## src/design/sbe_pkg.sv

```systemverilog
// Shared constants, opcodes, fault codes and types of the stack bytecode executor
package sbe_pkg;

	localparam int STACK_DEPTH = 256;
	localparam int VAR_COUNT   = 64;
	localparam int SADDR_W     = $clog2(STACK_DEPTH);
	localparam int SP_W        = $clog2(STACK_DEPTH + 1);
	localparam int VIDX_W      = $clog2(VAR_COUNT);

	localparam logic [4:0] OP_LDI      = 5'd0;
	localparam logic [4:0] OP_PUSH_STR = 5'd1;
	localparam logic [4:0] OP_ADD      = 5'd2;
	localparam logic [4:0] OP_SUB      = 5'd3;
	localparam logic [4:0] OP_MUL      = 5'd4;
	localparam logic [4:0] OP_DIV      = 5'd5;
	localparam logic [4:0] OP_NEG      = 5'd6;
	localparam logic [4:0] OP_EQ       = 5'd7;
	localparam logic [4:0] OP_NE       = 5'd8;
	localparam logic [4:0] OP_GT       = 5'd9;
	localparam logic [4:0] OP_GE       = 5'd10;
	localparam logic [4:0] OP_LT       = 5'd11;
	localparam logic [4:0] OP_LE       = 5'd12;
	localparam logic [4:0] OP_LDV      = 5'd13;
	localparam logic [4:0] OP_ASSIGN   = 5'd14;
	localparam logic [4:0] OP_JUMP     = 5'd15;
	localparam logic [4:0] OP_JZ       = 5'd16;
	localparam logic [4:0] OP_CALL     = 5'd17;
	localparam logic [4:0] OP_RET      = 5'd18;
	localparam logic [4:0] OP_EMIT     = 5'd19;

	localparam logic [2:0] F_NONE   = 3'd0;
	localparam logic [2:0] F_UNDER  = 3'd1;
	localparam logic [2:0] F_OVER   = 3'd2;
	localparam logic [2:0] F_DIV0   = 3'd3;
	localparam logic [2:0] F_VAR    = 3'd4;
	localparam logic [2:0] F_OPC    = 3'd5;
	localparam logic [2:0] F_TARGET = 3'd6;

	typedef struct packed {
		logic        str;
		logic [31:0] val;
	} entry_t;

	typedef struct packed {
		logic        start;
		logic [31:0] dividend;
		logic [31:0] divisor;
	} div_req_t;

	typedef struct packed {
		logic        done;
		logic [31:0] quotient;
	} div_rsp_t;

endpackage

```

## src/design/sbe_div.sv

```systemverilog
// Iterative signed divider, one quotient bit per cycle, truncating toward zero
module sbe_div import sbe_pkg::*; (
	input  logic     clk,
	input  logic     arst_n,
	input  div_req_t req,
	output div_rsp_t rsp
);

	logic        busy_q;
	logic [5:0]  cnt_q;
	logic [31:0] rem_q;
	logic [31:0] quo_q;
	logic [31:0] mb_q;
	logic        neg_q;
	logic        done_q;
	logic [32:0] trial;

	// Shift in the next dividend bit and try the subtraction
	assign trial = {rem_q, quo_q[31]} - {1'b0, mb_q};

	always_ff @(posedge clk or negedge arst_n) begin
		if (!arst_n) begin
			busy_q <= 1'b0;
			done_q <= 1'b0;
			cnt_q  <= '0;
		end else begin
			done_q <= 1'b0;
			if (req.start && !busy_q) begin
				busy_q <= 1'b1;
				cnt_q  <= 6'd32;
			end else if (busy_q) begin
				cnt_q <= cnt_q - 6'd1;
				if (cnt_q == 6'd1) begin
					busy_q <= 1'b0;
					done_q <= 1'b1;
				end
			end
		end
	end

	// Load magnitudes, then advance one bit each cycle
	always_ff @(posedge clk) begin
		if (req.start && !busy_q) begin
			rem_q <= '0;
			quo_q <= req.dividend[31] ? (32'd0 - req.dividend) : req.dividend;
			mb_q  <= req.divisor[31] ? (32'd0 - req.divisor) : req.divisor;
			neg_q <= req.dividend[31] ^ req.divisor[31];
		end else if (busy_q) begin
			if (!trial[32]) begin
				rem_q <= trial[31:0];
				quo_q <= {quo_q[30:0], 1'b1};
			end else begin
				rem_q <= {rem_q[30:0], quo_q[31]};
				quo_q <= {quo_q[30:0], 1'b0};
			end
		end
	end

	assign rsp.done     = done_q;
	assign rsp.quotient = neg_q ? (32'd0 - quo_q) : quo_q;

endmodule

```

## config.mk

```make
export PLATFORM = sky130hd
export DESIGN_NAME = sbe_div
export DESIGN_NICKNAME = d
export VERILOG_FILES = /design/src/design/sbe_pkg.sv /design/src/design/sbe_div.sv
export SDC_FILE = /design/constraint.sdc
export NUM_CORES = 1
export LEC_CHECK = 0
export CORE_UTILIZATION = 35
export DETAILED_ROUTE_END_ITERATION = 10
export DONT_BUFFER_PORTS = 1
export GPL_ROUTABILITY_DRIVEN = 0
export PLACE_DENSITY = 0.57
export SLEW_MARGIN = 0
export SYNTH_ARGS = -nofsm -noshare
export SYNTH_HDL_FRONTEND = slang
export SYNTH_SLANG_ARGS = --single-unit
export TNS_END_PERCENT = 30
```

## constraint.sdc

```tcl
create_clock -name clk -period 6.35 [get_ports clk]
set_input_delay 0.3175 -clock clk [delete_from_list [all_inputs] [get_ports clk]]
set_output_delay 0.3175 -clock clk [all_outputs]
set_load 0.02 [all_outputs]
```

### Word level (Yosys, flattened, before mapping)

Cells that the tools add are included.
W data, S select, Z words.

| word-level totals | value |
|---|---|
| word-level logic and storage cells | 33 |
| register bits after elaboration | 105 |
| input bits | 67 |
| output and inout bits | 33 |

| operators by class | value |
|---|---|
| $add $sub $neg | 5 |
| bitwise operators | 1 |
| reduce and logical (&&, ||, !) cells | 3 |
| equal/unequal tests | 1 |
| mux-type cells | 15 |

Operator list:

| operator | number |
|---|---|
| $mux W32 | 5 |
| $sub A1 B32 Y32 const A | 3 |
| $sub A33 B32 Y33 | 1 |
| $mux W31 | 1 |
| $mux W6 | 2 |
| $mux W1 | 7 |
| $eq A6 B1 Y1 const B | 1 |
| $sub A6 B1 Y6 const B | 1 |
| $reduce_bool A2 Y1 | 1 |
| $logic_and A1 B1 Y1 | 1 |
| $logic_not A1 Y1 | 1 |
| $xor A1 B1 Y1 | 1 |

### Logic depth before layout (Yosys ltp)

| depth | value |
|---|---|
| depth after elaboration | 4 |
| gate-level depth with buffers | 14 |
| depth with buffers taken out | 12 |

### Least setup slack after synthesis

Ideal clock, no wire load.

| path | value |
|---|---|
| path kind | register to output |
| start | register quo_q[6] |
| end | output rsp[30] in the netlist's numbering |
| arrival time | 3436 ps |
| buffers on the path | 0 |
| path slack | 2596 ps |
| stages on the path, launching flop included | 9 |
| cells stage by stage | edfxtp_1 or4_4 or4_4 or3_4 or4_4 or4_4 or2_4 o41ai_4 xnor2_1 |

RTL lines:

| item | RTL line | RTL |
|---|---|---|
| start: declaration | sbe_div.sv:12 | `logic [31:0] quo_q;` |
| start signal: assignment | sbe_div.sv:45 | `quo_q <= req.dividend[31] ? (32'd0 - req.dividend) : req.dividend;` |
| start signal: assignment | sbe_div.sv:51 | `quo_q <= {quo_q[30:0], 1'b1};` |
| start signal: assignment | sbe_div.sv:54 | `quo_q <= {quo_q[30:0], 1'b0};` |
| end: declaration | sbe_div.sv:6 | `output div_rsp_t rsp` |

### Final worst setup path

| path | value |
|---|---|
| start | register quo_q[31] |
| end | register rem_q[12] |

| between the ends | value |
|---|---|
| longest elaborated chain between the ends | 2 |

Ends and longest elaborated chain:

| item | RTL line | RTL |
|---|---|---|
| $sub A33 B32 Y33 | sbe_div.sv:19 | `assign trial = {rem_q, quo_q[31]} - {1'b0, mb_q};` |
| $mux W32 | sbe_div.sv:49 | `if (!trial[32]) begin` |
| end signal: assignment | sbe_div.sv:50 | `rem_q <= trial[31:0];` |
| end signal: assignment | sbe_div.sv:53 | `rem_q <= {rem_q[30:0], quo_q[31]};` |
| end: declaration | sbe_div.sv:11 | `logic [31:0] rem_q;` |

No other way between the ends.
A chain may end at the register's enable or synchronous reset.

==> results.tsv <==
stage	metric	value	unit
power	power_density	488.4	mW/mm^2
floorplanning	io_pins	100	
timing	fmax	0.2070	GHz
setup_path	startpoint	quo_q[31]	
synthesis	syn_inst	908	
clock_network	cts-root-buf	clkbuf_16	
global_routing	grt_pass1_vias	6074	
setup_path	path_class	flop to flop	
timing	tightest_slew	1.211	ns
synthesis	synthesis.nets	1013	
timing	holdWs	0.03126	ns
clock_network	hold_buffers	1	
placed_design	io_buffers	0	
synthesis	ys_seq_area_frac	0.3542	
power	p_total	4.119	mW
placed_design	placed_cell_area	0.008139	sq mm
timing	hold_viol	0	
clock_network	cts_made_buffers	9	
synthesis	synth_ff_type	edfxtp_1	
floorplanning	die_area	0.02313	sq mm
placed_design	pre_cts_slack	1.615	ns
setup_path	cp-endpoint	rem_q[12]	
global_routing	antenna_found_initial	0	
global_routing	groute.usage.overall	0.1693	
final_layout	nFillCells	2214	
setup_path	worst_r2r_path_depth	12	
placed_design	place_inst	1154	
final_layout	areaGrowthSynthToFinish	6.983	%
setup_path	r2r-end	rem_q[12]	
global_routing	grt_pass1_wl	31680	um
synthesis	async_flop_share	0.07619	
flow_run	cap_viol_max_count	0	
timing	timing.final.crit_share	0.7606	
status	violations	DRC	
clock_network	cts_resized	0	
final_layout	n_antenna_cell	0	
floorplanning	fp-row-count	54	
synthesis	syn_area	0.007884	sq mm
setup_path	rrSetupSlack	1.52	ns
setup_path	cp-end-kind	flop	
global_routing	grt_max_degree	64	
timing	setup_viol_count_final	0	
clock_network	cts_setup_buffers	0	
route	drt_pre_antenna_iters	8	
global_routing	grt_remaining_overflow	0	
clock_network	cts_tree	yes	
timing	worst_slack	1.520	ns
final_layout	final_common_cell	nand2_1	
final_layout	final_cell_mix	130 x nand2_1, 80 x o21ai_0, 74 x xnor2_1	
setup_path	cp-start-kind	flop	
clock_network	clk_latency	0.37	ns
route	viasPerCell	5.577	
timing	fin_skew	0.01182	ns
synthesis	yosys_warnings	0	
timing	relSlewSlack	0.1901	
power	ir_drop	217.6	uV
setup_path	timing.rr.start	quo_q[31]	
route	wl_per_cell	16.53	um
synthesis	synth_cell_types	62	
route	vias	6531	
synthesis	synth_seq_cells	105	
floorplanning	dieWidth	152.1	um
clock_network	htreeDepth	3	
power	leakagePower	3.222	nW
final_layout	final_util	0.3841	
timing	rsz0062_at_grt	false	
setup_path	crit_fanout	24	
final_layout	nets	991	
hold_path	hold_path.class	primary input to flop	
final_layout	stdcell_count	1171	
setup_path	worstPathArrival	5.08	ns
route	drt_wl_total	19360	um
timing	layout_min_cycle_time	4.830	ns
synthesis	avgSynthCellArea	8.683	sq um
floorplanning	die_y	152.1	um
final_layout	drive_gt1_frac	0.04602	
timing	maxSlewViolCount	0	
clock_network	clock_tree.buffer_depth	2	
placed_design	place_hpwl	14350	um
floorplanning	initial_core_util	0.3590	
setup_path	crit_required	6.60	ns
final_layout	fin_area	0.008434	sq mm
clock_network	path_clk_slew	0.08	ns
route	drt-initial-drc-count	376	
timing	setup_tns	0	ns
status	outcome	finished with violations	
clock_network	clock_sinks	105	
floorplanning	core-area	0.02196	sq mm
route	remaining_drc_errors	2	
synthesis	synth_edf_count	65	
route	detail-route-antenna-nets	0	
-- worst min-delay path by stage --
stage	slack, ns	from	cells after the start	endpoint
5_1_grt	0.03	req[64]	1	cnt_q[1]
2_1_floorplan	0.02	arst_n	0	busy_q
3_5_place_dp	0.02	arst_n	0	done_q
6_report	0.03	req[64]	1	cnt_q[1]
3_3_place_gp	0.02	arst_n	0	done_q
4_1_cts	0.02	req[64]	1	cnt_q[1]
-- report_power, final --
group	total [mW]	switching, mW	internal, mW
Combinational	2.24	1.33	0.908
Clock	0.560	0.286	0.274
Sequential	1.32	0.270	1.05
Total	4.12	1.89	2.23
-- layer usage --
metal | up-vias | wire (um) | track usage
met5 | - | 0 | 0
met4 | 0 | 283 | 0.05539
met3 | 15 | 1004 | 0.03394
met2 | 142 | 8596 | 0.2646
met1 | 3072 | 9469 | 0.2336
li1 | 3302 | - | -
-- cell families after synthesis --
logic type                 after synthesis  synth area share
and+or+nand+nor                        290            0.1858
AOI/OAI and AO/OA                      262            0.2230
xor gates and xnor gates               113            0.1255
DFF                                    105            0.3542
buffers and inverters                   98           0.04761
adders and majority gates               38           0.06126
muxes                                    2          0.002539
-- registers in the layout (all words and copies together) (netlist names) --
name    count
busy_q      1
cnt_q       6
done_q      1
mb_q       32
neg_q       1
quo_q      32
rem_q      32
-- area by class of cell --
class                           count  area (sq um)  share of cell area
Tap cell                          280         350.3             0.04154
Sequential cell                   105          2793              0.3311
Inverter                           57         214.0             0.02537
Clock buffer                        9         225.2             0.02670
Multi-Input combinational cell    705          4730              0.5607
Timing Repair Buffer                8         62.56            0.007417
Clock inverter                      7         60.06            0.007121
-- critical path, cell delays in order, from the launching register on --
cell,delay (ns)
edfxtp_1,0.39
inv_1,0.06
ha_1,0.22
fa_1,0.40
nand2b_1,0.18
a21oi_1,0.30
nor2_1,0.09
o21ai_0,0.46
a21boi_0,0.26
or3b_2,0.54
nand3b_1,0.26
nand3_1,0.90
a221o_1,0.65
-- synthesized netlist by cell type, drive strengths merged, types with 15 or more instances --
library cell	instances	area, sq um
o211ai	15	112.6
nand2	131	491.7
inv	57	214.0
dfxtp	32	640.6
a21oi	45	225.2
or4	19	157.7
o21ai	81	405.4
ha	37	462.9
edfxtp	65	1952
nor2	30	112.6
xnor2	74	648.1
clkbuf	36	135.1
nor4	19	118.9
o31ai	26	200.2
o311ai	16	140.1
xor2	39	341.6
or3	22	147.6
Note: power is estimated with default switching activity, not from simulation.
